## config.mk

```make
export PLATFORM = sky130hd
export DESIGN_NAME = rfa_dpath
export DESIGN_NICKNAME = d
export VERILOG_FILES = /design/src/rfa_pkg.sv /design/src/rfa_div.sv /design/src/rfa_dpath.sv
export SDC_FILE = /design/constraint.sdc
export NUM_CORES = 2
export LEC_CHECK = 0
export BUFFER_PORTS_ARGS = -buffer_cell sky130_fd_sc_hd__buf_4
export CAP_MARGIN = 30
export CORE_MARGIN = 2
export CORE_UTILIZATION = 50
export CTS_CLUSTER_SIZE = 8
export DETAILED_ROUTE_END_ITERATION = 7
export GPL_ROUTABILITY_DRIVEN = 1
export PLACE_DENSITY_LB_ADDON = 0.25
export REMOVE_ABC_BUFFERS = 1
export SYNTH_ARGS = -nofsm -noshare
export SYNTH_HDL_FRONTEND = slang
export SYNTH_HIERARCHICAL = 1
export SYNTH_SLANG_ARGS = --single-unit
```

## constraint.sdc

```tcl
create_clock -name clk -period 26.8 [get_ports clk]
set_clock_uncertainty 0.2 [all_clocks]
set_input_delay 2.68 -clock clk [delete_from_list [all_inputs] [get_ports clk]]
set_output_delay 2.68 -clock clk [all_outputs]
set_load 0.02 [all_outputs]
```

## src/rfa_pkg.sv

```systemverilog
// ----------------------------------------------------------------------------
// rfa_pkg
// Shared types, codes and the micro-program table of the fraction ALU.
// ----------------------------------------------------------------------------
package rfa_pkg;

  localparam int WORD_BITS_DEF = 32;
  localparam int FIELD_BITS    = 32;
  localparam int PC_BITS       = 5;
  localparam int PROG_LEN      = 17;

  // Action codes.
  localparam logic [2:0] ACT_ADD = 3'd0;
  localparam logic [2:0] ACT_SUB = 3'd1;
  localparam logic [2:0] ACT_MUL = 3'd2;
  localparam logic [2:0] ACT_DIV = 3'd3;
  localparam logic [2:0] ACT_CMP = 3'd4;
  localparam logic [2:0] ACT_POW = 3'd5;

  // Compare order codes.
  localparam logic [1:0] ORD_LESS    = 2'd0;
  localparam logic [1:0] ORD_EQUAL   = 2'd1;
  localparam logic [1:0] ORD_GREATER = 2'd2;

  // Status codes.
  localparam logic [1:0] ST_OK       = 2'd0;
  localparam logic [1:0] ST_ZERO_DEN = 2'd1;
  localparam logic [1:0] ST_DIV_ZERO = 2'd2;

  typedef struct packed {
    logic [2:0]                   action;
    logic signed [FIELD_BITS-1:0] a_num;
    logic signed [FIELD_BITS-1:0] a_den;
    logic signed [FIELD_BITS-1:0] b_num;
    logic signed [FIELD_BITS-1:0] b_den;
    logic signed [FIELD_BITS-1:0] exponent;
  } rfa_in_t;

  typedef struct packed {
    logic signed [FIELD_BITS-1:0] res_num;
    logic signed [FIELD_BITS-1:0] res_den;
    logic [1:0]                   order;
    logic [1:0]                   status;
  } rfa_out_t;

  // Datapath operations issued by the controller.
  typedef enum logic [5:0] {
    OP_END, OP_LOAD, OP_PUBLISH,
    OP_CHK_DEN, OP_CHK_MD, OP_CHK_AD, OP_CHK_DD,
    OP_GCD_ADBD, OP_GCD_G1, OP_GCD_G2, OP_GCD_ND, OP_GREM,
    OP_SAVE_G1, OP_SAVE_G2,
    OP_DIV_ADG, OP_DIV_LA, OP_DIV_LB, OP_DIV_AG1, OP_DIV_BG2,
    OP_DIV_AG2, OP_DIV_BG1, OP_DIV_NG, OP_DIV_DG,
    OP_MUL_L, OP_MUL_TAN, OP_MUL_TBN, OP_MUL_NUM, OP_MUL_DEN,
    OP_CMP_X, OP_CMP_Y, OP_SUM, OP_RED_Z, OP_RED_FIX,
    OP_POW_N, OP_POW_D, OP_PMUL_R, OP_PMUL_B,
    OP_SAVE_PN, OP_SAVE_PD, OP_POW_FIN
  } op_t;

  // How an operation is carried out.
  typedef enum logic [2:0] {K_ONE, K_MUL, K_DIV, K_GCD, K_POW} kind_t;

  typedef enum logic [2:0] {
    S_IDLE, S_ISSUE, S_MUL_WB, S_DIV_WAIT, S_GCD_TEST, S_POW_R, S_POW_B, S_DONE
  } state_t;

  typedef struct packed {
    op_t  op;
    logic go;
    logic wb;
  } rfa_cmd_t;

  typedef struct packed {
    logic [2:0] act;
    logic       stop;
    logic       div_rdy;
    logic       gy_zero;
    logic       pm_lsb;
  } rfa_stat_t;

  function automatic kind_t op_kind(op_t op);
    kind_t k;
    case (op) inside
      OP_MUL_L, OP_MUL_TAN, OP_MUL_TBN, OP_MUL_NUM, OP_MUL_DEN,
      OP_CMP_X, OP_CMP_Y, OP_PMUL_R, OP_PMUL_B:            k = K_MUL;
      OP_GREM, OP_DIV_ADG, OP_DIV_LA, OP_DIV_LB, OP_DIV_AG1,
      OP_DIV_BG2, OP_DIV_AG2, OP_DIV_BG1, OP_DIV_NG, OP_DIV_DG: k = K_DIV;
      OP_GCD_ADBD, OP_GCD_G1, OP_GCD_G2, OP_GCD_ND:         k = K_GCD;
      OP_POW_N, OP_POW_D:                                   k = K_POW;
      default:                                              k = K_ONE;
    endcase
    return k;
  endfunction

  // Micro-program of each action. Every program ends in an operation that
  // stops it; past its end the table gives OP_END.
  function automatic op_t prog_op(logic [2:0] act, logic [PC_BITS-1:0] pc);
    op_t op;
    op = OP_END;
    unique case (act)
      ACT_ADD, ACT_SUB: begin
        unique case (pc)
          5'd0:  op = OP_CHK_DEN;
          5'd1:  op = OP_GCD_ADBD;
          5'd2:  op = OP_DIV_ADG;
          5'd3:  op = OP_MUL_L;
          5'd4:  op = OP_CHK_DD;
          5'd5:  op = OP_DIV_LA;
          5'd6:  op = OP_MUL_TAN;
          5'd7:  op = OP_DIV_LB;
          5'd8:  op = OP_MUL_TBN;
          5'd9:  op = OP_SUM;
          5'd10: op = OP_RED_Z;
          5'd11: op = OP_GCD_ND;
          5'd12: op = OP_DIV_NG;
          5'd13: op = OP_DIV_DG;
          5'd14: op = OP_RED_FIX;
          default: op = OP_END;
        endcase
      end
      ACT_MUL, ACT_DIV: begin
        unique case (pc)
          5'd0:  op = OP_CHK_MD;
          5'd1:  op = OP_GCD_G1;
          5'd2:  op = OP_SAVE_G1;
          5'd3:  op = OP_GCD_G2;
          5'd4:  op = OP_SAVE_G2;
          5'd5:  op = OP_DIV_AG1;
          5'd6:  op = OP_DIV_BG2;
          5'd7:  op = OP_MUL_NUM;
          5'd8:  op = OP_DIV_AG2;
          5'd9:  op = OP_DIV_BG1;
          5'd10: op = OP_MUL_DEN;
          5'd11: op = OP_CHK_DD;
          5'd12: op = OP_RED_Z;
          5'd13: op = OP_GCD_ND;
          5'd14: op = OP_DIV_NG;
          5'd15: op = OP_DIV_DG;
          5'd16: op = OP_RED_FIX;
          default: op = OP_END;
        endcase
      end
      ACT_CMP: begin
        unique case (pc)
          5'd0:  op = OP_CHK_DEN;
          5'd1:  op = OP_CMP_X;
          5'd2:  op = OP_CMP_Y;
          default: op = OP_END;
        endcase
      end
      ACT_POW: begin
        unique case (pc)
          5'd0:  op = OP_CHK_AD;
          5'd1:  op = OP_POW_N;
          5'd2:  op = OP_SAVE_PN;
          5'd3:  op = OP_POW_D;
          5'd4:  op = OP_SAVE_PD;
          5'd5:  op = OP_POW_FIN;
          5'd6:  op = OP_RED_Z;
          5'd7:  op = OP_GCD_ND;
          5'd8:  op = OP_DIV_NG;
          5'd9:  op = OP_DIV_DG;
          5'd10: op = OP_RED_FIX;
          default: op = OP_END;
        endcase
      end
      default: op = OP_END;
    endcase
    return op;
  endfunction

endpackage

```

## src/rfa_div.sv

```systemverilog
// ----------------------------------------------------------------------------
// rfa_div
// Unsigned restoring divider, one quotient bit per cycle.
// ----------------------------------------------------------------------------
module rfa_div import rfa_pkg::*; #(
  parameter int WORD_BITS = WORD_BITS_DEF
) (
  input  logic                 clk,
  input  logic                 rst_n,
  input  logic                 start,
  input  logic [WORD_BITS-1:0] dvd,
  input  logic [WORD_BITS-1:0] dvs,
  output logic [WORD_BITS-1:0] quo,
  output logic [WORD_BITS-1:0] rem,
  output logic                 done
);

  localparam int W  = WORD_BITS;
  localparam int CW = $clog2(W);

  logic [W-1:0]  quo_r, rem_r, dvs_r;
  logic [CW-1:0] cnt_r;
  logic          busy_r, done_r;
  logic [W:0]    shifted, diff;
  logic          fits;

  // Trial subtraction of the divisor from the shifted remainder.
  always_comb begin
    shifted = {rem_r, quo_r[W-1]};
    diff    = shifted - {1'b0, dvs_r};
    fits    = shifted >= {1'b0, dvs_r};
  end

  // Iteration registers.
  always_ff @(posedge clk) begin
    if (!rst_n) begin
      busy_r <= 1'b0;
      done_r <= 1'b0;
    end else if (start) begin
      rem_r  <= '0;
      quo_r  <= dvd;
      dvs_r  <= dvs;
      cnt_r  <= CW'(W - 1);
      busy_r <= 1'b1;
      done_r <= 1'b0;
    end else if (busy_r) begin
      rem_r <= fits ? diff[W-1:0] : shifted[W-1:0];
      quo_r <= {quo_r[W-2:0], fits};
      if (cnt_r == '0) begin
        busy_r <= 1'b0;
        done_r <= 1'b1;
      end else begin
        cnt_r <= cnt_r - 1'b1;
      end
    end
  end

  assign quo  = quo_r;
  assign rem  = rem_r;
  assign done = done_r;

`ifndef SYNTHESIS
  // A new division never starts on top of one in progress.
  a_no_restart: assert property (@(posedge clk) disable iff (!rst_n)
    start |-> !busy_r) else $error("divider restarted while busy");
`endif

endmodule

```

## src/rfa_dpath.sv

```systemverilog
// ----------------------------------------------------------------------------
// rfa_dpath
// Operand and work registers, multiplier, divider and result registers.
// ----------------------------------------------------------------------------
module rfa_dpath import rfa_pkg::*; #(
  parameter int WORD_BITS = WORD_BITS_DEF
) (
  input  logic      clk,
  input  logic      rst_n,
  input  rfa_in_t   in_data,
  input  rfa_cmd_t  cmd,
  output rfa_stat_t stat,
  output rfa_out_t  out_data
);

  localparam int W = WORD_BITS;

  logic signed [W-1:0]   an_r, ad_r, bn_r, bd_r, ex_r;
  logic signed [W-1:0]   ta_r, tb_r, nn_r, dd_r, pr_r, pb_r;
  logic signed [W-1:0]   res_num_r, res_den_r;
  logic [W-1:0]          gx_r, gy_r, g1_r, g2_r, pm_r;
  logic signed [2*W-1:0] prod_r, px_r;
  logic [2:0]            act_r;
  logic [1:0]            ord_r, st_r;
  logic                  stop_r, q_neg_r;
  rfa_out_t              out_r;

  logic [W-1:0]          dvd_v, dvs_v, dvd_mag, dvs_mag, quo, rem;
  logic                  dvd_uns, dvs_uns, dvd_neg, dvs_neg, div_start, div_done;
  logic signed [W-1:0]   mul_a, mul_b, qs, ga, gb, pbase;
  logic [W-1:0]          ga_mag, gb_mag;
  logic [1:0]            ord_c;
  logic                  an_z, ad_z, bn_z, bd_z;
  kind_t                 kind;

  assign kind = op_kind(cmd.op);
  assign an_z = (an_r == '0);
  assign ad_z = (ad_r == '0);
  assign bn_z = (bn_r == '0);
  assign bd_z = (bd_r == '0);

  // Divider operand selection and sign handling.
  always_comb begin
    dvd_v   = '0;
    dvs_v   = '0;
    dvd_uns = 1'b0;
    dvs_uns = 1'b1;
    case (cmd.op)
      OP_GREM:    begin dvd_v = gx_r; dvd_uns = 1'b1; dvs_v = gy_r; end
      OP_DIV_ADG: begin dvd_v = ad_r; dvs_v = gx_r; end
      OP_DIV_LA:  begin dvd_v = dd_r; dvs_v = ad_r; dvs_uns = 1'b0; end
      OP_DIV_LB:  begin dvd_v = dd_r; dvs_v = bd_r; dvs_uns = 1'b0; end
      OP_DIV_AG1: begin dvd_v = an_r; dvs_v = g1_r; end
      OP_DIV_BG2: begin dvd_v = bn_r; dvs_v = g2_r; end
      OP_DIV_AG2: begin dvd_v = ad_r; dvs_v = g2_r; end
      OP_DIV_BG1: begin dvd_v = bd_r; dvs_v = g1_r; end
      OP_DIV_NG:  begin dvd_v = nn_r; dvs_v = gx_r; end
      OP_DIV_DG:  begin dvd_v = dd_r; dvs_v = gx_r; end
      default:    ;
    endcase
    dvd_neg   = !dvd_uns && dvd_v[W-1];
    dvs_neg   = !dvs_uns && dvs_v[W-1];
    dvd_mag   = dvd_neg ? -dvd_v : dvd_v;
    dvs_mag   = dvs_neg ? -dvs_v : dvs_v;
    div_start = cmd.go && (kind == K_DIV);
    qs        = q_neg_r ? -$signed(quo) : $signed(quo);
  end

  rfa_div #(.WORD_BITS(W)) u_div (
    .clk   (clk),
    .rst_n (rst_n),
    .start (div_start),
    .dvd   (dvd_mag),
    .dvs   (dvs_mag),
    .quo   (quo),
    .rem   (rem),
    .done  (div_done)
  );

  // Multiplier, gcd and power operand selection.
  always_comb begin
    mul_a = '0;
    mul_b = '0;
    case (cmd.op)
      OP_MUL_L:   begin mul_a = ta_r; mul_b = bd_r; end
      OP_MUL_TAN: begin mul_a = ta_r; mul_b = an_r; end
      OP_MUL_TBN: begin mul_a = tb_r; mul_b = bn_r; end
      OP_MUL_NUM,
      OP_MUL_DEN: begin mul_a = ta_r; mul_b = tb_r; end
      OP_CMP_X:   begin mul_a = an_r; mul_b = bd_r; end
      OP_CMP_Y:   begin mul_a = bn_r; mul_b = ad_r; end
      OP_PMUL_R:  begin mul_a = pr_r; mul_b = pb_r; end
      OP_PMUL_B:  begin mul_a = pb_r; mul_b = pb_r; end
      default:    ;
    endcase
    ga = '0;
    gb = '0;
    case (cmd.op)
      OP_GCD_ADBD: begin ga = ad_r; gb = bd_r; end
      OP_GCD_G1:   begin ga = an_r; gb = bd_r; end
      OP_GCD_G2:   begin ga = ad_r; gb = bn_r; end
      OP_GCD_ND:   begin ga = nn_r; gb = dd_r; end
      default:     ;
    endcase
    ga_mag = ga[W-1] ? -ga : ga;
    gb_mag = gb[W-1] ? -gb : gb;
    pbase  = (cmd.op == OP_POW_D) ? ad_r : an_r;
    // Exact order of the cross-products, mirrored when the denominators
    // have opposite signs.
    if (px_r < prod_r)       ord_c = ORD_LESS;
    else if (px_r == prod_r) ord_c = ORD_EQUAL;
    else                     ord_c = ORD_GREATER;
    if (ad_r[W-1] != bd_r[W-1]) ord_c = ORD_GREATER - ord_c;
  end

  // Register updates on operation start and write-back.
  always_ff @(posedge clk) begin
    if (!rst_n) begin
      stop_r <= 1'b0;
    end else begin
      if (cmd.go) begin
        case (kind)
          K_MUL: prod_r  <= mul_a * mul_b;
          K_DIV: q_neg_r <= dvd_neg ^ dvs_neg;
          K_GCD: begin
            if (ga_mag == '0 || gb_mag == '0) begin
              gx_r <= W'(1);
              gy_r <= '0;
            end else begin
              gx_r <= ga_mag;
              gy_r <= gb_mag;
            end
          end
          K_POW: begin
            pr_r <= W'(1);
            pb_r <= pbase;
            pm_r <= ex_r[W-1] ? -ex_r : ex_r;
          end
          default: ;
        endcase
      end
      if (cmd.wb) begin
        case (cmd.op)
          OP_LOAD: begin
            act_r <= in_data.action;
            an_r  <= in_data.a_num[W-1:0];
            ad_r  <= in_data.a_den[W-1:0];
            ex_r  <= in_data.exponent[W-1:0];
            if (in_data.action == ACT_DIV) begin
              bn_r <= in_data.b_den[W-1:0];
              bd_r <= in_data.b_num[W-1:0];
            end else if (in_data.action == ACT_SUB) begin
              bn_r <= -in_data.b_num[W-1:0];
              bd_r <= in_data.b_den[W-1:0];
            end else begin
              bn_r <= in_data.b_num[W-1:0];
              bd_r <= in_data.b_den[W-1:0];
            end
            res_num_r <= '0;
            res_den_r <= W'(1);
            ord_r     <= ORD_LESS;
            st_r      <= ST_OK;
            stop_r    <= 1'b0;
          end
          OP_PUBLISH: begin
            if (st_r != ST_OK) begin
              out_r.res_num <= '0;
              out_r.res_den <= '0;
              out_r.order   <= ORD_LESS;
            end else begin
              out_r.res_num <= FIELD_BITS'(res_num_r);
              out_r.res_den <= FIELD_BITS'(res_den_r);
              out_r.order   <= ord_r;
            end
            out_r.status <= st_r;
          end
          OP_END: stop_r <= 1'b1;
          OP_CHK_DEN: begin
            if (ad_z || bd_z) begin
              st_r   <= ST_ZERO_DEN;
              stop_r <= 1'b1;
            end
          end
          OP_CHK_MD: begin
            // For divide the second operand is held as its reciprocal.
            if (ad_z || ((act_r == ACT_DIV) ? bn_z : bd_z)) begin
              st_r   <= ST_ZERO_DEN;
              stop_r <= 1'b1;
            end else if (act_r == ACT_DIV && bd_z) begin
              st_r   <= ST_DIV_ZERO;
              stop_r <= 1'b1;
            end
          end
          OP_CHK_AD: begin
            if (ad_z) begin
              st_r   <= ST_ZERO_DEN;
              stop_r <= 1'b1;
            end
          end
          OP_CHK_DD: begin
            if (dd_r == '0) begin
              st_r   <= ST_ZERO_DEN;
              stop_r <= 1'b1;
            end
          end
          OP_GREM: begin
            gx_r <= gy_r;
            gy_r <= rem;
          end
          OP_SAVE_G1: g1_r <= gx_r;
          OP_SAVE_G2: g2_r <= gx_r;
          OP_DIV_ADG, OP_DIV_LA, OP_DIV_AG1, OP_DIV_AG2: ta_r <= qs;
          OP_DIV_LB, OP_DIV_BG2, OP_DIV_BG1:             tb_r <= qs;
          OP_DIV_NG: nn_r <= qs;
          OP_DIV_DG: dd_r <= qs;
          OP_MUL_L:   dd_r <= prod_r[W-1:0];
          OP_MUL_TAN: ta_r <= prod_r[W-1:0];
          OP_MUL_TBN: tb_r <= prod_r[W-1:0];
          OP_MUL_NUM: nn_r <= prod_r[W-1:0];
          OP_MUL_DEN: dd_r <= prod_r[W-1:0];
          OP_CMP_X:   px_r <= prod_r;
          OP_CMP_Y: begin
            ord_r  <= ord_c;
            stop_r <= 1'b1;
          end
          OP_SUM: nn_r <= ta_r + tb_r;
          OP_RED_Z: begin
            if (nn_r == '0) begin
              res_num_r <= '0;
              res_den_r <= W'(1);
              stop_r    <= 1'b1;
            end
          end
          OP_RED_FIX: begin
            if (dd_r[W-1]) begin
              res_num_r <= -nn_r;
              res_den_r <= -dd_r;
            end else begin
              res_num_r <= nn_r;
              res_den_r <= dd_r;
            end
            stop_r <= 1'b1;
          end
          OP_PMUL_R: pr_r <= prod_r[W-1:0];
          OP_PMUL_B: begin
            pb_r <= prod_r[W-1:0];
            pm_r <= pm_r >> 1;
          end
          OP_SAVE_PN: nn_r <= an_z ? '0 : pr_r;
          OP_SAVE_PD: dd_r <= pr_r;
          OP_POW_FIN: begin
            if (!ex_r[W-1]) begin
              if (dd_r == '0) begin
                st_r   <= ST_DIV_ZERO;
                stop_r <= 1'b1;
              end
            end else if (dd_r == '0) begin
              st_r   <= ST_ZERO_DEN;
              stop_r <= 1'b1;
            end else if (an_z) begin
              stop_r <= 1'b1;
            end else if (nn_r == '0) begin
              st_r   <= ST_ZERO_DEN;
              stop_r <= 1'b1;
            end else begin
              // Negative power: take the reciprocal.
              nn_r <= dd_r;
              dd_r <= nn_r;
            end
          end
          default: ;
        endcase
      end
    end
  end

  // Status back to the controller.
  always_comb begin
    stat.act     = act_r;
    stat.stop    = stop_r;
    stat.div_rdy = div_done;
    stat.gy_zero = (gy_r == '0);
    stat.pm_lsb  = pm_r[0];
  end

  assign out_data = out_r;

`ifndef SYNTHESIS
  // A published error carries a zero fraction.
  a_err_zero: assert property (@(posedge clk) disable iff (!rst_n)
    ($past(cmd.wb && cmd.op == OP_PUBLISH) && out_r.status != ST_OK) |->
      (out_r.res_num == '0 && out_r.res_den == '0))
    else $error("error result with nonzero fraction");
`endif

endmodule

```

==> flow_summary.yaml <==
power:
  p_leak_nw: 40.7
  power_density_nw_per_um2: 39.1
  ir_drop_mv: 0.0432
  fin_total_pwr_mw: 3.76
clock_tree:
  cts_made_buffers: 131
  clock_latency_at_the_later_pin_of_the_worst_skew_pair_ns: 0.82
  cts_max_level: 4
  cts-hold-fix-buffers: 0
  tritoncts_num_sinks: 884
  postCtsResizedCells: 0
  cts_tree: "built"
  post-cts-setup-buffers: 0
  cts.reportedPaths.clkPinSlew_ns: 0.06
  clockBufferDepth: 3
  cts-root-buf: "clkbuf_16"
worst_setup_path:
  worst_path_most_repeated_cell: "fa_1"
  setup.worst_path.class: "in -> reg"
  timing.critical_path.arrival_ns: 14.84
  critPathSlowestCell: "fa_1"
  critPathCaptureType: "flip-flop"
  crit_path_max_incr_delay_ns: 1.03
  cp_top_family: "adder cells"
  critPathRequiredTime_ns: 27.13
  startpoint_type: "primary input"
  worst-path-buf-inv: 10
  setup.reg_to_reg.worst_slack_ns: 15.89
  peak_fanout_along_the_critical_path: 49
finish:
  layout.cells.most_common_list: "inv_1 (1161), fa_1 (1084), nand2_1 (1051)"
  final_common_cell: "inv_1"
  fillers: 15242
  largest_reg_flops: 68
  finalNetCount: 10577
  post_route_cells_drive_above_1_share_pct: 8.89
  post_layout_util_pct: 55.4
  areaGrowthSynthToFinish_pct: 10.3
sta:
  period_needed_ns: 14.51
  setup_slack_ns: 12.29
  achievable-frequency_mhz: 68.9
  setup_repair_after_global_routing_missed_its_margin: "no"
  worst_slew_pin_slew_ns: 1.30
  hold_viol_final: 0
  finalSetupTns_ns: 0
  maxSlewViolCount: 0
  max-slew-margin-rel_pct: 13.4
  timing.final.setup_violations: 0
  min_period_over_period_pct: 54.1
drt:
  drc_errors: 70
  drt_pre_antenna_iters: 8
  num_vias: 73482
  route.detailed.vias_per_inst: 6.46
  dr.first_iter.drc_count: 11477
  avgRoutedWirePerCell_um: 30.7
  ant_nets: 0
  totalWireLength_um: 349000
global_routing:
  grt_overflow: 0
  grt_antenna_before_repair: 12
  grt_first_pass_wirelength_um: 508000
  globalRouteMet3Util_pct: 10.3
  gr-usage-met1_pct: 50.0
  gr-usage-met2_pct: 58.5
  vias_in_the_first_global_route: 74342
  grt_max_degree: 91
  grt-busiest-layer: "met2"
  track_usage_pct: 39.2
die:
  fp.dieW_um: 422
  dieHeight_um: 422
  start_util_pct: 50.2
  boundaryPins: 248
  std_cell_rows: 153
  core_area_um2: 174000
  die-area_um2: 178000
outcome:
  failing_checks: "design-rule violations"
  status: "complete, but fails checks"
logic_synthesis:
  postSynth.topFlopCell: "edfxtp_1"
  yosys.cell_types.count: 99
  synth_seq_cells: 884
  yosys_warnings: 6
  postSynth.asyncResetShare_pct: 0
  area_of_the_mapped_netlist_um2: 87200
  synth.yosys.seq_area_share_pct: 30.4
  edff_count_synth: 881
  postSynthAreaPerCell_um2: 9.78
  synthesis.instances: 8918
hold_path:
  worst_hold_path_type: "reg -> reg"
run:
  drv.max_cap_violation_count: 0
place:
  place.port_buffers: 247
  place.gp.congestion: 1.07
  preCtsSetupSlack_ns: 11.82
  hpwl_um: 263000
[synth_stat cells (all sizes together) (140+ instances only)]
master / instances / area share (%)
inv: 1161 / 5.0
fa: 1084 / 25
nand2: 1056 / 4.5
nor2: 907 / 3.9
edfxtp: 881 / 30
clkbuf: 437 / 1.9
a21oi: 423 / 2.4
o21ai: 322 / 1.9
ha: 321 / 4.6
a222oi: 220 / 2.5
xnor2: 180 / 1.8
xor2: 177 / 1.8
a22oi: 140 / 1.2
[path summary, 6_finish.rpt]
kind / startpoint / cells after the start / to
worst max-delay path: cmd[6] / 36 / prod_r[59]$_DFFE_PP_
worst min register to register: prod_r[46]$_DFFE_PP_ / 0 / px_r[46]$_DFFE_PP_
worst min-delay path: prod_r[46]$_DFFE_PP_ / 0 / px_r[46]$_DFFE_PP_
worst max register to register: an_r[6]$_DFFE_PP_ / 31 / prod_r[59]$_DFFE_PP_
[cell type report]
cell class,count,area [um^2],area share (%)
diodes,3,7.51,0.00780
clock buffers,154,3390,3.52
clock inverters,21,375,0.390
inverters,1164,4370,4.54
multi-input cells,6337,54800,57.0
flip-flops and latches,884,26500,27.6
well taps,2325,2910,3.02
repair buffers,481,3800,3.95
[where the power goes]
part / leakage, nW / internal [mW] / switching (mW)
clock: 1.81 / 0.907 / 0.671
sequential: 8.06 / 1.56 / 0.0343
combinational: 30.9 / 0.198 / 0.391
[per-stage QoR]
stage / hold slack, ns / cell area (um^2) / std cells
floorplan: 0.226 / 85100 / 8385
global placement: 0.232 / 92100 / 11172
detailed placement: 0.232 / 92300 / 11186
CTS: 0.239 / 96100 / 11361
global route: 0.255 / 96200 / 11367
finish: 0.238 / 96200 / 11369
[layer usage]
| layer | up-vias | share of wire [%] |
|---|---|---|
| li1 | 30674 | - |
| met5 | - | 0.024 |
| met4 | 14 | 8.4 |
| met2 | 5021 | 43 |
| met3 | 1165 | 12 |
| met1 | 36608 | 36 |
[kinds of logic after synthesis]
group                    share of synthesized area [%]
flip-flops                                        30.4
XOR/XNOR                                          3.58
multiplexers                                      1.31
adder cells (fa/ha/maj)                           29.5
AND/OR/NAND/NOR                                   13.9
buffers and inverters                             7.50
AO/OA/AOI/OAI                                     13.9
No activity file was read; power rests on OpenSTA's default activity.
