**src/rfa_pkg.sv**
```systemverilog
// ----------------------------------------------------------------------------
// rfa_pkg
// Shared types, codes and the micro-program table of the fraction ALU.
// ----------------------------------------------------------------------------
package rfa_pkg;

  localparam int WORD_BITS_DEF = 32;
  localparam int FIELD_BITS    = 32;
  localparam int PC_BITS       = 5;
  localparam int PROG_LEN      = 17;

  // Action codes.
  localparam logic [2:0] ACT_ADD = 3'd0;
  localparam logic [2:0] ACT_SUB = 3'd1;
  localparam logic [2:0] ACT_MUL = 3'd2;
  localparam logic [2:0] ACT_DIV = 3'd3;
  localparam logic [2:0] ACT_CMP = 3'd4;
  localparam logic [2:0] ACT_POW = 3'd5;

  // Compare order codes.
  localparam logic [1:0] ORD_LESS    = 2'd0;
  localparam logic [1:0] ORD_EQUAL   = 2'd1;
  localparam logic [1:0] ORD_GREATER = 2'd2;

  // Status codes.
  localparam logic [1:0] ST_OK       = 2'd0;
  localparam logic [1:0] ST_ZERO_DEN = 2'd1;
  localparam logic [1:0] ST_DIV_ZERO = 2'd2;

  typedef struct packed {
    logic [2:0]                   action;
    logic signed [FIELD_BITS-1:0] a_num;
    logic signed [FIELD_BITS-1:0] a_den;
    logic signed [FIELD_BITS-1:0] b_num;
    logic signed [FIELD_BITS-1:0] b_den;
    logic signed [FIELD_BITS-1:0] exponent;
  } rfa_in_t;

  typedef struct packed {
    logic signed [FIELD_BITS-1:0] res_num;
    logic signed [FIELD_BITS-1:0] res_den;
    logic [1:0]                   order;
    logic [1:0]                   status;
  } rfa_out_t;

  // Datapath operations issued by the controller.
  typedef enum logic [5:0] {
    OP_END, OP_LOAD, OP_PUBLISH,
    OP_CHK_DEN, OP_CHK_MD, OP_CHK_AD, OP_CHK_DD,
    OP_GCD_ADBD, OP_GCD_G1, OP_GCD_G2, OP_GCD_ND, OP_GREM,
    OP_SAVE_G1, OP_SAVE_G2,
    OP_DIV_ADG, OP_DIV_LA, OP_DIV_LB, OP_DIV_AG1, OP_DIV_BG2,
    OP_DIV_AG2, OP_DIV_BG1, OP_DIV_NG, OP_DIV_DG,
    OP_MUL_L, OP_MUL_TAN, OP_MUL_TBN, OP_MUL_NUM, OP_MUL_DEN,
    OP_CMP_X, OP_CMP_Y, OP_SUM, OP_RED_Z, OP_RED_FIX,
    OP_POW_N, OP_POW_D, OP_PMUL_R, OP_PMUL_B,
    OP_SAVE_PN, OP_SAVE_PD, OP_POW_FIN
  } op_t;

  // How an operation is carried out.
  typedef enum logic [2:0] {K_ONE, K_MUL, K_DIV, K_GCD, K_POW} kind_t;

  typedef enum logic [2:0] {
    S_IDLE, S_ISSUE, S_MUL_WB, S_DIV_WAIT, S_GCD_TEST, S_POW_R, S_POW_B, S_DONE
  } state_t;

  typedef struct packed {
    op_t  op;
    logic go;
    logic wb;
  } rfa_cmd_t;

  typedef struct packed {
    logic [2:0] act;
    logic       stop;
    logic       div_rdy;
    logic       gy_zero;
    logic       pm_lsb;
  } rfa_stat_t;

  function automatic kind_t op_kind(op_t op);
    kind_t k;
    case (op) inside
      OP_MUL_L, OP_MUL_TAN, OP_MUL_TBN, OP_MUL_NUM, OP_MUL_DEN,
      OP_CMP_X, OP_CMP_Y, OP_PMUL_R, OP_PMUL_B:            k = K_MUL;
      OP_GREM, OP_DIV_ADG, OP_DIV_LA, OP_DIV_LB, OP_DIV_AG1,
      OP_DIV_BG2, OP_DIV_AG2, OP_DIV_BG1, OP_DIV_NG, OP_DIV_DG: k = K_DIV;
      OP_GCD_ADBD, OP_GCD_G1, OP_GCD_G2, OP_GCD_ND:         k = K_GCD;
      OP_POW_N, OP_POW_D:                                   k = K_POW;
      default:                                              k = K_ONE;
    endcase
    return k;
  endfunction

  // Micro-program of each action. Every program ends in an operation that
  // stops it; past its end the table gives OP_END.
  function automatic op_t prog_op(logic [2:0] act, logic [PC_BITS-1:0] pc);
    op_t op;
    op = OP_END;
    unique case (act)
      ACT_ADD, ACT_SUB: begin
        unique case (pc)
          5'd0:  op = OP_CHK_DEN;
          5'd1:  op = OP_GCD_ADBD;
          5'd2:  op = OP_DIV_ADG;
          5'd3:  op = OP_MUL_L;
          5'd4:  op = OP_CHK_DD;
          5'd5:  op = OP_DIV_LA;
          5'd6:  op = OP_MUL_TAN;
          5'd7:  op = OP_DIV_LB;
          5'd8:  op = OP_MUL_TBN;
          5'd9:  op = OP_SUM;
          5'd10: op = OP_RED_Z;
          5'd11: op = OP_GCD_ND;
          5'd12: op = OP_DIV_NG;
          5'd13: op = OP_DIV_DG;
          5'd14: op = OP_RED_FIX;
          default: op = OP_END;
        endcase
      end
      ACT_MUL, ACT_DIV: begin
        unique case (pc)
          5'd0:  op = OP_CHK_MD;
          5'd1:  op = OP_GCD_G1;
          5'd2:  op = OP_SAVE_G1;
          5'd3:  op = OP_GCD_G2;
          5'd4:  op = OP_SAVE_G2;
          5'd5:  op = OP_DIV_AG1;
          5'd6:  op = OP_DIV_BG2;
          5'd7:  op = OP_MUL_NUM;
          5'd8:  op = OP_DIV_AG2;
          5'd9:  op = OP_DIV_BG1;
          5'd10: op = OP_MUL_DEN;
          5'd11: op = OP_CHK_DD;
          5'd12: op = OP_RED_Z;
          5'd13: op = OP_GCD_ND;
          5'd14: op = OP_DIV_NG;
          5'd15: op = OP_DIV_DG;
          5'd16: op = OP_RED_FIX;
          default: op = OP_END;
        endcase
      end
      ACT_CMP: begin
        unique case (pc)
          5'd0:  op = OP_CHK_DEN;
          5'd1:  op = OP_CMP_X;
          5'd2:  op = OP_CMP_Y;
          default: op = OP_END;
        endcase
      end
      ACT_POW: begin
        unique case (pc)
          5'd0:  op = OP_CHK_AD;
          5'd1:  op = OP_POW_N;
          5'd2:  op = OP_SAVE_PN;
          5'd3:  op = OP_POW_D;
          5'd4:  op = OP_SAVE_PD;
          5'd5:  op = OP_POW_FIN;
          5'd6:  op = OP_RED_Z;
          5'd7:  op = OP_GCD_ND;
          5'd8:  op = OP_DIV_NG;
          5'd9:  op = OP_DIV_DG;
          5'd10: op = OP_RED_FIX;
          default: op = OP_END;
        endcase
      end
      default: op = OP_END;
    endcase
    return op;
  endfunction

endpackage

```
**src/rfa_ctrl.sv**
```systemverilog
// ----------------------------------------------------------------------------
// rfa_ctrl
// Micro-program sequencer: steps through each action's operations and
// drives the input and result handshakes.
// ----------------------------------------------------------------------------
module rfa_ctrl import rfa_pkg::*; #(
  parameter int WORD_BITS = WORD_BITS_DEF
) (
  input  logic      clk,
  input  logic      rst_n,
  input  logic      in_valid,
  output logic      in_stall,
  output logic      out_valid,
  input  logic      out_stall,
  output rfa_cmd_t  cmd,
  input  rfa_stat_t stat
);

  localparam int CW = $clog2(WORD_BITS);
  localparam logic [CW-1:0] CNT_LAST = CW'(WORD_BITS - 1);

  state_t             state_r, state_nxt;
  logic [PC_BITS-1:0] pc_r, pc_nxt;
  op_t                op_r, op_nxt, cur_op;
  logic [CW-1:0]      cnt_r, cnt_nxt;
  logic               out_valid_r, out_valid_nxt;

  // State register.
  always_ff @(posedge clk) begin
    if (!rst_n) begin
      state_r     <= S_IDLE;
      pc_r        <= '0;
      op_r        <= OP_END;
      cnt_r       <= '0;
      out_valid_r <= 1'b0;
    end else begin
      state_r     <= state_nxt;
      pc_r        <= pc_nxt;
      op_r        <= op_nxt;
      cnt_r       <= cnt_nxt;
      out_valid_r <= out_valid_nxt;
    end
  end

  // Next state and commands.
  always_comb begin
    state_nxt     = state_r;
    pc_nxt        = pc_r;
    op_nxt        = op_r;
    cnt_nxt       = cnt_r;
    out_valid_nxt = out_valid_r && out_stall;
    in_stall      = 1'b1;
    cmd           = '{op: op_r, go: 1'b0, wb: 1'b0};
    cur_op        = prog_op(stat.act, pc_r);
    unique case (state_r)
      S_IDLE: begin
        in_stall = 1'b0;
        if (in_valid) begin
          cmd       = '{op: OP_LOAD, go: 1'b0, wb: 1'b1};
          pc_nxt    = '0;
          state_nxt = S_ISSUE;
        end
      end
      S_ISSUE: begin
        if (stat.stop) begin
          state_nxt = S_DONE;
        end else begin
          cmd    = '{op: cur_op, go: 1'b1, wb: 1'b0};
          op_nxt = cur_op;
          unique case (op_kind(cur_op))
            K_ONE: begin
              cmd.wb = 1'b1;
              pc_nxt = pc_r + 1'b1;
            end
            K_MUL: state_nxt = S_MUL_WB;
            K_DIV: state_nxt = S_DIV_WAIT;
            K_GCD: state_nxt = S_GCD_TEST;
            K_POW: begin
              cnt_nxt   = '0;
              state_nxt = S_POW_R;
            end
            default: state_nxt = S_DONE;
          endcase
        end
      end
      S_MUL_WB: begin
        cmd.wb = 1'b1;
        if (op_r == OP_PMUL_R) begin
          state_nxt = S_POW_B;
        end else if (op_r == OP_PMUL_B) begin
          if (cnt_r == CNT_LAST) begin
            pc_nxt    = pc_r + 1'b1;
            state_nxt = S_ISSUE;
          end else begin
            cnt_nxt   = cnt_r + 1'b1;
            state_nxt = S_POW_R;
          end
        end else begin
          pc_nxt    = pc_r + 1'b1;
          state_nxt = S_ISSUE;
        end
      end
      S_DIV_WAIT: begin
        if (stat.div_rdy) begin
          cmd.wb = 1'b1;
          if (op_r == OP_GREM) begin
            state_nxt = S_GCD_TEST;
          end else begin
            pc_nxt    = pc_r + 1'b1;
            state_nxt = S_ISSUE;
          end
        end
      end
      S_GCD_TEST: begin
        // Euclid: one remainder per pass until it reaches zero.
        if (stat.gy_zero) begin
          pc_nxt    = pc_r + 1'b1;
          state_nxt = S_ISSUE;
        end else begin
          cmd       = '{op: OP_GREM, go: 1'b1, wb: 1'b0};
          op_nxt    = OP_GREM;
          state_nxt = S_DIV_WAIT;
        end
      end
      S_POW_R: begin
        if (stat.pm_lsb) begin
          cmd       = '{op: OP_PMUL_R, go: 1'b1, wb: 1'b0};
          op_nxt    = OP_PMUL_R;
          state_nxt = S_MUL_WB;
        end else begin
          state_nxt = S_POW_B;
        end
      end
      S_POW_B: begin
        cmd       = '{op: OP_PMUL_B, go: 1'b1, wb: 1'b0};
        op_nxt    = OP_PMUL_B;
        state_nxt = S_MUL_WB;
      end
      S_DONE: begin
        if (!out_valid_r || !out_stall) begin
          cmd           = '{op: OP_PUBLISH, go: 1'b0, wb: 1'b1};
          out_valid_nxt = 1'b1;
          state_nxt     = S_IDLE;
        end
      end
      default: state_nxt = S_IDLE;
    endcase
  end

  assign out_valid = out_valid_r;

`ifndef SYNTHESIS
  // The output register is only overwritten once its transaction is gone.
  a_no_overwrite: assert property (@(posedge clk) disable iff (!rst_n)
    (cmd.wb && cmd.op == OP_PUBLISH) |-> (!out_valid_r || !out_stall))
    else $error("result overwritten while still stalled");

  // The program counter stays within the longest program.
  a_pc_range: assert property (@(posedge clk) disable iff (!rst_n)
    (state_r == S_ISSUE && !stat.stop) |-> (pc_r < PC_BITS'(PROG_LEN)))
    else $error("program counter ran past the program");

  // Every write-back of a divide follows a finished division.
  a_div_wb: assert property (@(posedge clk) disable iff (!rst_n)
    (state_r == S_DIV_WAIT && cmd.wb) |-> stat.div_rdy)
    else $error("divide result taken before the divider finished");
`endif

endmodule

```
**config.mk**
```make
export PLATFORM = sky130hd
export DESIGN_NAME = rfa_ctrl
export DESIGN_NICKNAME = d
export VERILOG_FILES = /design/src/rfa_pkg.sv /design/src/rfa_ctrl.sv
export SDC_FILE = /design/constraint.sdc
export NUM_CORES = 1
export LEC_CHECK = 0
export BUFFER_PORTS_ARGS = -buffer_cell sky130_fd_sc_hd__buf_2
export CORE_MARGIN = 1.5
export CORE_UTILIZATION = 40
export CTS_BUF_LIST = sky130_fd_sc_hd__clkbuf_4 sky130_fd_sc_hd__clkbuf_8 sky130_fd_sc_hd__clkbuf_16
export CTS_CLUSTER_DIAMETER = 60
export DETAILED_ROUTE_END_ITERATION = 7
export GPL_TIMING_DRIVEN = 0
export PLACE_DENSITY_LB_ADDON = 0.08
export SYNTH_ARGS = -nofsm -noshare
export SYNTH_HDL_FRONTEND = slang
export SYNTH_SLANG_ARGS = --single-unit
```
**constraint.sdc**
```tcl
create_clock -name clk -period 4.25 [get_ports clk]
set_clock_uncertainty 0.1 [all_clocks]
set_input_delay 0.85 -clock clk [delete_from_list [all_inputs] [get_ports clk]]
set_output_delay 0.85 -clock clk [all_outputs]
set_load 0.05 [all_outputs]
```
==> flow_summary.json, run 1 <==
{
  "synth_cells": 383,
  "layout-drive-gt1-share": 0.1739,
  "path_clk_slew_ns": 0.08,
  "synth_cell_types": 77,
  "synth_area_leader_cell": "dfxtp_1",
  "avgSynthCellArea_um2": 8.066,
  "worst-path-max-fanout": 10,
  "slew_headroom": 0.3894,
  "synth_area_um2": 3089,
  "rsz0062_at_grt": "no",
  "ctsHoldBuffers": 0,
  "die_w_um": 90.88,
  "drv_slew": 0,
  "crit_buf_inv": 3,
  "grt_max_degree": 14,
  "whs_ns": 0.3613,
  "slowest_stage": "mux2_2",
  "dpl.hpwl_um": 6707,
  "synth_top_family_by_area": "compound AO/OA/AOI/OAI gates",
  "hold_path_depth": 1,
  "p_comb_frac": 0.588,
  "cts-root-buf": "clkbuf_8",
  "synthMuxAreaShare": 0.02957,
  "htree_levels": 2,
  "yosys_warnings": 0,
  "via_per_inst": 5.856,
  "port_buffers": 19,
  "ys_seq_elements": 38,
  "holdPathEnd": "cnt_r[3]$_SDFFE_PN0P_",
  "synth-edff-count": 0,
  "hold_path.class": "flip-flop to flip-flop",
  "reg2reg_depth": 14,
  "worst_pin_slew_ns": 0.9090,
  "drc": 0,
  "drt_first_pass_iters": 5,
  "powerDensity_nw_per_um2": 590.3,
  "cts_tree": "done",
  "synth.area.top_cells": "dfxtp_1 25%, ha_1 5.7%, a21oi_1 4.2%",
  "synth_async_sr_flop_share": 0,
  "ys_seq_area_frac": 0.2463,
  "startpoint": "stat[6]",
  "max_stage_delay_ns": 0.41,
  "netSwitchingFraction": 0.4886,
  "grt_usage": 0.2209,
  "arrival_ns": 4.17,
  "synth_common_cells": "38 x dfxtp_1, 31 x nand2_1, 31 x nor2_1",
  "synth-xor-area-share": 0.02835,
  "synthAdderAreaFrac": 0.05670,
  "first_global_vias": 2825,
  "n_fill_cell": 770,
  "ir_drop_uv": 236.9,
  "min-delay-start": "cnt_r[3]$_SDFFE_PN0P_",
  "cts.sinks": 38,
  "worstPathRequired_ns": 4.33,
  "avgRoutedWirePerCell_um": 17.39,
  "die-height_um": 90.88,
  "synth_top_flop_cell": "dfxtp_1",
  "max_freq_ghz": 0.2446,
  "endpoint_kind": "flip-flop",
  "fin_crit_ns": 4.088,
  "seqPwrFrac": 0.227,
  "initial_core_util": 0.4192,
  "r2r-start": "pc_r[0]$_SDFFE_PN0N_",
  "yosysMostFrequentCell": "dfxtp_1",
  "maxCapViolCount": 0,
  "antennaDiodeCount": 0,
  "cts_buffers": 5,
  "final_hold_viol_count": 0,
  "ant_nets": 0,
  "synth-compound-area-share": 0.2920,
  "p_switching_uw": 1014,
  "clk_path_buf_depth": 2,
  "setup_violations": 0,
  "fin_nets": 438,
  "vias": 3004,
  "leakagePower_uw": 0.001381,
  "dieArea_um2": 8259,
  "first_iter_violations": 161,
  "finalWirelength_um": 8921,
  "area_growth_pct": 13.77,
  "post-route-period-util": 0.9620,
  "crit_type": "primary input to flip-flop",
  "synth_fp_nets": 408,
  "ios": 21,
  "yosys.area_share.simple": 0.2904,
  "p_total_uw": 2075,
  "clock_latency_ns": 0.31,
  "synth_top_cell_area_share": 0.2463,
  "ff2ff_setup_slack_ns": 0.28,
  "core_um2": 7370,
  "clkPwrFrac": 0.185,
  "grt_overflow_total": 0,
  "crit_path_start_kind": "primary input",
  "antenna_found_initial": 0,
  "status": "finished, final reports clean",
  "p_int_uw": 1061,
  "num_rows": 31,
  "crit_chain": "buf_2, buf_6, and4bb_4, a221oi_4, nand2_4, nor4_2, o211ai_1, nand4b_4, mux2_2, nand2_2, inv_1, ha_1, and3b_1, a2111oi_4, a211oi_2",
  "grt_first_pass_wirelength_um": 14550,
  "gp_congestion": 0.9641,
  "path_delay_family": "simple AND/OR/NAND/NOR gates"
}
## worst max-delay path by stage
stage               cells after the start         to
floorplan                               9     cmd[0]
global placement                       14  flip-flop
detailed placement                     14  flip-flop
CTS                                    15  flip-flop
global route                            9     cmd[0]
finish                                 15  flip-flop
## layer usage
layer  up-vias  wire [µm]  global-route usage
met5         -          0                   0
met4         0        265             0.08464
met3        23        437             0.03451
met2        99       4241              0.3766
met1      1412       3977              0.2781
li1       1470          -                   -
## cell families (layout without fill, tap and decap cells)
logic type,Yosys count,count (layout)
AO/OA/AOI/OAI,122,122
XOR/XNOR,7,7
adder cells (fa/ha/maj),14,14
buffers and inverters,37,68
flip-flops,38,38
multiplexers,9,9
AND/OR/NAND/NOR,156,156
## worst register-to-register path: stages (launching register included)
cell and delay [ns]:
dfxtp_1 0.45, inv_1 0.14, ha_1 0.25, a32o_1 0.27, nor2_1 0.36, a211oi_2 0.15
o211ai_1 0.33, nand4b_4 0.19, xnor2_1 0.40, nor2_2 0.14, inv_1 0.18, ha_1 0.26
and3b_1 0.20, a2111oi_4 0.37, a211oi_2 0.06
## layout make-up
cell class | instances | area, µm² | area share
clock buffer | 5 | 68.82 | 0.01958
timing repair buffer | 23 | 125.1 | 0.03560
clock inverter | 3 | 68.82 | 0.01958
tap | 99 | 123.9 | 0.03524
sequential | 38 | 760.7 | 0.2164
inverter | 19 | 71.32 | 0.02029
multi-input combinational | 308 | 2192 | 0.6237
buffer | 18 | 103.9 | 0.02955
## through the flow
stage	utilization	cell area, µm²	cells	TNS [ns]	worst slack, ns
4_1_cts	0.4727	3483	512	0	0.002709
6_report	0.4769	3515	513	0	0.1615
2_1_floorplan	-	3089	383	0	0.2080
5_1_grt	0.4769	3515	513	0	0.001476
3_3_place_gp	0.4489	3308	501	-2.620	-0.6448
3_5_place_dp	0.4489	3308	501	-2.290	-0.6010
## power by group through the flow
stage	Combinational, µW	Clock, µW	Sequential [µW]
finish	1220	383	471
global route	1320	408	481
CTS	1190	392	470
global placement	1160	0	479
floorplan	896	0	465
detailed placement	1160	0	479
## cell usage in the layout, fill, tap and decap left out, drive strengths merged, types with 8 or more instances in the layout
cell	synthesis	layout
a211oi	9	9
a21oi	27	27
buf	9	32
clkbuf	9	14
dfxtp	38	38
ha	14	14
inv	19	19
mux2i	8	8
nand2	32	32
nand3	21	21
nor2	35	35
nor2b	11	11
nor3	14	14
o211ai	11	11
o21ai	24	24
## what timing repair did
item	4_1_cts	5_1_grt
endpoints found under the setup margin	1	3
cloned	0	0
gates resized for setup	2	4
setup buffers	3	1
pin swaps	2	1
(Power assumes the default switching activity.)
==> run 2: changes to the inputs <==
- clock period: 4.25 -> 3.6 ns (I/O delays scaled with it)
==> flow_summary.json, run 2 (synthesis gave the netlist of run 1 again) <==
{
  "status": "finished with violations",
  "violations": "setup timing",
  "slowest_stage": "buf_1",
  "crit_chain": "buf_8, buf_8, and4bb_4, a2bb2oi_1, buf_1, o211ai_2, nand4b_4, mux2_4, nand2_4, inv_4, ha_4, and3b_2, a2111oi_4, a211oi_2",
  "max_freq_ghz": 0.2776,
  "layout-drive-gt1-share": 0.2702,
  "grt_max_degree": 12,
  "core_um2": 7370,
  "setup_ws_ns": -0.001939,
  "antennaDiodeCount": 0,
  "cts_buffers": 5,
  "dpl.hpwl_um": 6695,
  "p_total_uw": 2638,
  "powerDensity_nw_per_um2": 687.2,
  "maxCapViolCount": 0,
  "leakagePower_uw": 0.001520,
  "htree_levels": 2,
  "cts_tree": "done",
  "ctsHoldBuffers": 0,
  "r2r-start": "pc_r[0]$_SDFFE_PN0N_",
  "layout_common_cells": "36 x dfxtp_1, 29 x nand2_1, 29 x nor2_1",
  "gp_congestion": 0.9091,
  "post-route-period-util": 1.001,
  "path_clk_slew_ns": 0.08,
  "grt_usage": 0.2203,
  "drv_slew": 0,
  "crit_type": "primary input to flip-flop",
  "n_fill_cell": 728,
  "max_stage_delay_ns": 0.41,
  "path_delay_family": "compound AO/OA/AOI/OAI gates",
  "drc": 0,
  "reg2reg_depth": 15,
  "final_hold_viol_count": 0,
  "crit_path_start_kind": "primary input",
  "cts-root-buf": "clkbuf_8",
  "worstPathRequired_ns": 3.68,
  "clk_path_buf_depth": 2,
  "first_iter_violations": 314,
  "num_rows": 31,
  "fin_util": 0.5209,
  "fin_crit_ns": 3.602,
  "ir_drop_uv": 266.6,
  "dieArea_um2": 8259,
  "area_growth_pct": 24.26,
  "ff2ff_setup_slack_ns": 0.03,
  "hold_path_depth": 1,
  "grt_overflow_total": 0,
  "grt_first_pass_wirelength_um": 14610,
  "ios": 21,
  "vias": 3101,
  "min-delay-start": "cnt_r[3]$_SDFFE_PN0P_",
  "first_global_vias": 2807,
  "path_common_cell": "buf_8",
  "ant_nets": 0,
  "multi_input_area_um2": 2359,
  "antenna_found_initial": 0,
  "worst_pin_slew_ns": 0.8797,
  "finalWirelength_um": 9162,
  "via_per_inst": 5.829,
  "initial_core_util": 0.4192,
  "port_buffers": 19,
  "cts.sinks": 38,
  "arrival_ns": 3.68,
  "clock_latency_ns": 0.29,
  "drt_first_pass_iters": 4,
  "slew_headroom": 0.4090,
  "rsz0062_at_grt": "yes",
  "holdPathEnd": "cnt_r[3]$_SDFFE_PN0P_",
  "setup_violations": 1,
  "worst-path-max-fanout": 10,
  "final_common_cell": "dfxtp_1",
  "fin_nets": 457,
  "crit_buf_inv": 4,
  "endpoint_kind": "flip-flop",
  "dp_slack_ns": -0.7834,
  "die_w_um": 90.88,
  "die-height_um": 90.88,
  "hold_path.class": "flip-flop to flip-flop",
  "regArea_um2": 768.2,
  "avgRoutedWirePerCell_um": 17.22
}
-- run 2: routing by layer --
metal	global-route usage	vias to the layer above	wire length (µm)
met4	0.04948	0	84
li1	-	1520	-
met5	0	-	0
met2	0.3227	75	4112
met3	0.03114	9	489
met1	0.3364	1497	4476
-- run 2: cell type report --
type,instances,area share
buffer,17,0.02771
clock buffer,7,0.02184
clock inverter,1,0.007823
inverter,19,0.01988
multi-input combinational,308,0.6144
sequential,38,0.2001
tap,99,0.03227
timing repair buffer,43,0.07595
-- run 2: worst max path at each step --
stage	startpoint	endpoint	slack (ns)	cells after the start
final	stat[6]	flip-flop	-0.002	14
after global routing	pc_r[0]$_SDFFE_PN0N_	flip-flop	-0.12	15
after CTS	stat[6]	flip-flop	-0.04	15
after detailed placement	stat[5]	flip-flop	-0.78	14
after global placement	stat[5]	flip-flop	-0.77	14
after floorplan	stat[5]	flip-flop	-0.18	15
-- run 2: worst register-to-register path, stage by stage (launching register included) --
cell       delay, ns
dfxtp_4         0.39
inv_4           0.07
ha_2            0.19
a32o_2          0.30
or2_1           0.21
buf_4           0.17
nor4_4          0.28
o211ai_1        0.16
nand4b_4        0.21
mux2_4          0.35
nand2_4         0.10
inv_4           0.05
ha_4            0.19
and3b_2         0.21
a2111oi_4       0.38
a211oi_2        0.08
-- run 2: what timing repair did --
| action | in CTS | in global routing |
|---|---|---|
| buffers inserted | 5 | 19 |
| pin swaps | 7 | 17 |
| gates resized for setup | 15 | 38 |
| setup endpoints to repair | 16 | 17 |
-- run 2: power by group --
part	internal, µW	switching, µW	total [µW]
clock	223	159	382
combinational	633	1060	1690
sequential	505	60.5	565
total	1360	1280	2640
-- run 2: stage by stage --
step           setup TNS (ns)  hold slack, ns  cells  instance area (µm²)
5_1_grt               -0.2419          0.3919    532                 3839
6_report            -0.001939          0.3535    532                 3839
4_1_cts              -0.03642          0.3555    514                 3568
2_1_floorplan         -0.1819          0.3229    383                 3131
3_3_place_gp           -7.108          0.3463    501                 3349
3_5_place_dp           -7.306          0.3430    501                 3349
==> run 3: changes to the inputs <==
- ABC_AREA: not set -> 1
- PLACE_DENSITY: not set -> 0.58
- PLACE_DENSITY_LB_ADDON: 0.08 -> not set
==> flow_summary.json, run 3 <==
{
  "fin_util": 0.4910,
  "die-height_um": 88.57,
  "p_switching_uw": 1608,
  "slew_headroom": 0.5948,
  "grt_max_degree": 13,
  "regArea_um2": 765.7,
  "cts.sinks": 38,
  "place_inst": 593,
  "p_int_uw": 1437,
  "fin_nets": 537,
  "drc": 0,
  "die_w_um": 88.57,
  "grt_first_pass_wirelength_um": 12780,
  "dpl.hpwl_um": 6143,
  "gp_congestion": 0.9063,
  "yosysMostFrequentCell": "nand2_1",
  "ir_drop_uv": 298.1,
  "grt_usage": 0.2100,
  "worstPathRequired_ns": 2.78,
  "layout-drive-gt1-share": 0.2203,
  "seqPwrFrac": 0.212,
  "netSwitchingFraction": 0.5282,
  "synth.area.top_cells": "dfxtp_1 26%, nand2_1 14%, nor2_1 9.5%",
  "synth_cell_types": 42,
  "hold_path.class": "flip-flop to flip-flop",
  "synth_cells": 474,
  "initial_core_util": 0.4082,
  "n_fill_cell": 738,
  "crit_path_start_kind": "flip-flop",
  "fin_cells": 612,
  "via_per_inst": 4.972,
  "endpoint_kind": "primary output",
  "fin_crit_ns": 3.484,
  "cts_tree": "done",
  "final_hold_viol_count": 0,
  "max_freq_ghz": 0.2871,
  "dieArea_um2": 7845,
  "cts_buffers": 5,
  "finalWirelength_um": 8066,
  "p_comb_frac": 0.667,
  "worst-path-max-fanout": 6,
  "ys_seq_area_frac": 0.2597,
  "ant_nets": 0,
  "area_growth_pct": 20.29,
  "vias": 3043,
  "worst_pin_slew_ns": 0.6014,
  "arrival_ns": 2.66,
  "drt_first_pass_iters": 4,
  "layout_common_cells": "99 x nand2_1, 69 x nor2_1, 64 x inv_1",
  "final_common_cell": "nand2_1",
  "powerDensity_nw_per_um2": 864.2,
  "cts-root-buf": "clkbuf_8",
  "synth_top_flop_cell": "dfxtp_1",
  "path_clk_slew_ns": 0.08,
  "clock_latency_ns": 0.30,
  "num_rows": 31,
  "setup_violations": 0,
  "first_iter_violations": 157,
  "port_buffers": 20,
  "post-route-period-util": 0.9677,
  "clk_path_buf_depth": 2,
  "synth_area_leader_cell": "dfxtp_1",
  "yosys_warnings": 0,
  "avgSynthCellArea_um2": 6.179,
  "htree_levels": 2,
  "antenna_found_initial": 0,
  "synth_async_sr_flop_share": 0,
  "synth_area_um2": 2929,
  "antennaDiodeCount": 0,
  "multi_input_area_um2": 1984,
  "synth_top_cell_area_share": 0.2597,
  "synth-edff-count": 0,
  "ios": 21,
  "leakagePower_uw": 0.001741,
  "ctsHoldBuffers": 0,
  "maxCapViolCount": 0,
  "status": "finished, final reports clean",
  "clkPwrFrac": 0.121,
  "synth_common_cells": "107 x nand2_1, 74 x nor2_1, 67 x inv_1",
  "grt_overflow_total": 0,
  "core_um2": 7176,
  "drv_slew": 0,
  "crit_type": "flip-flop to primary output",
  "synth_fp_nets": 499,
  "avgRoutedWirePerCell_um": 13.18,
  "first_global_vias": 2719,
  "ys_seq_elements": 38
}
==> run 3: cell types whose count changed after synthesis, sizes merged, moves of 5 or more <==
cell    before  now
o211ai      11    3
a22oi        5    0
clkbuf       9    2
xnor2        7    0
nor2b       11    0
nand3       21   51
nand2       32  116
a21oi       27   17
inv         19   78
a21boi       7    0
nor2        35   84
mux2i        8    0
a211oi       9    0
nand2b       6    0
==> run 3: power by group through the flow <==
stage	clock network [µW]	registers, µW	logic [µW]
5_1_grt	394	661	2240
3_5_place_dp	0	646	1760
3_3_place_gp	0	643	1760
2_1_floorplan	0	622	1380
4_1_cts	377	638	1840
6_report	369	645	2030
==> run 3: per-layer routing <==
metal	wire, µm	track usage
met1	3782	0.2819
met4	159	0.07670
met2	3774	0.3373
met3	350	0.03825
met5	0	0
==> run 3: through the flow <==
stage / total power, µW / setup WS [ns] / TNS [ns] / instance area (µm²) / hold slack (ns)
2_1_floorplan: 2005 / 0.1029 / 0 / 2929 / 0.3580
3_3_place_gp: 2405 / -0.3878 / -4.039 / 3153 / 0.3877
3_5_place_dp: 2403 / -0.4382 / -4.514 / 3153 / 0.3957
4_1_cts: 2850 / 0.01010 / 0 / 3342 / 0.4075
5_1_grt: 3298 / -0.02615 / -0.07103 / 3523 / 0.4441
6_report: 3045 / 0.1164 / 0 / 3523 / 0.4086
==> run 3: what timing repair did <==
item / CTS / global route
resized for setup: 12 / 32
setup endpoints to repair: 16 / 18
pin swaps: 0 / 9
buffers inserted: 4 / 7
==> run 3: cell families (layout without fill, tap and decap cells) <==
kind of cell | after synthesis | after routing | share of synthesized area
and+or+nand+nor | 279 | 279 | 0.4426
buffers and inverters | 87 | 126 | 0.1192
AOI/OAI and AO/OA | 53 | 53 | 0.1098
DFF | 38 | 38 | 0.2597
adders and majority gates | 14 | 14 | 0.05980
xor gates and xnor gates | 3 | 3 | 0.008972
==> run 3: worst max-delay path, stage by stage, from the launching register on <==
cell and delay (ns):
dfxtp_4 0.39, inv_1 0.09, ha_1 0.23, or2_2 0.32, nand3_2 0.10, nand3_4 0.10
clkinv_1 0.07, nor2_2 0.05, or2_1 0.23, nand3_2 0.10, inv_1 0.08, nor2_4 0.13
nand3_1 0.13, a41oi_2 0.18, buf_6 0.18
==> run 3: final cells by class <==
cell class / instances / area share
buffer: 8 / 0.01491
clock buffer: 5 / 0.01953
clock inverter: 3 / 0.01136
inverter: 79 / 0.08487
multi-input combinational: 349 / 0.5632
sequential: 38 / 0.2173
tap: 99 / 0.03516
timing repair buffer: 31 / 0.05362
==> run 3: worst paths after layout <==
kind                                             from                     to  slack [ns]  cells after the start
worst min-delay path            cnt_r[4]$_SDFFE_PN0P_  cnt_r[4]$_SDFFE_PN0P_        0.41                      2
worst min register to register  cnt_r[4]$_SDFFE_PN0P_  cnt_r[4]$_SDFFE_PN0P_        0.41                      2
worst max-delay path             pc_r[0]$_SDFFE_PN0N_                 cmd[0]        0.12                     14
worst max register to register   pc_r[0]$_SDFFE_PN0N_              flip-flop        0.17                     23
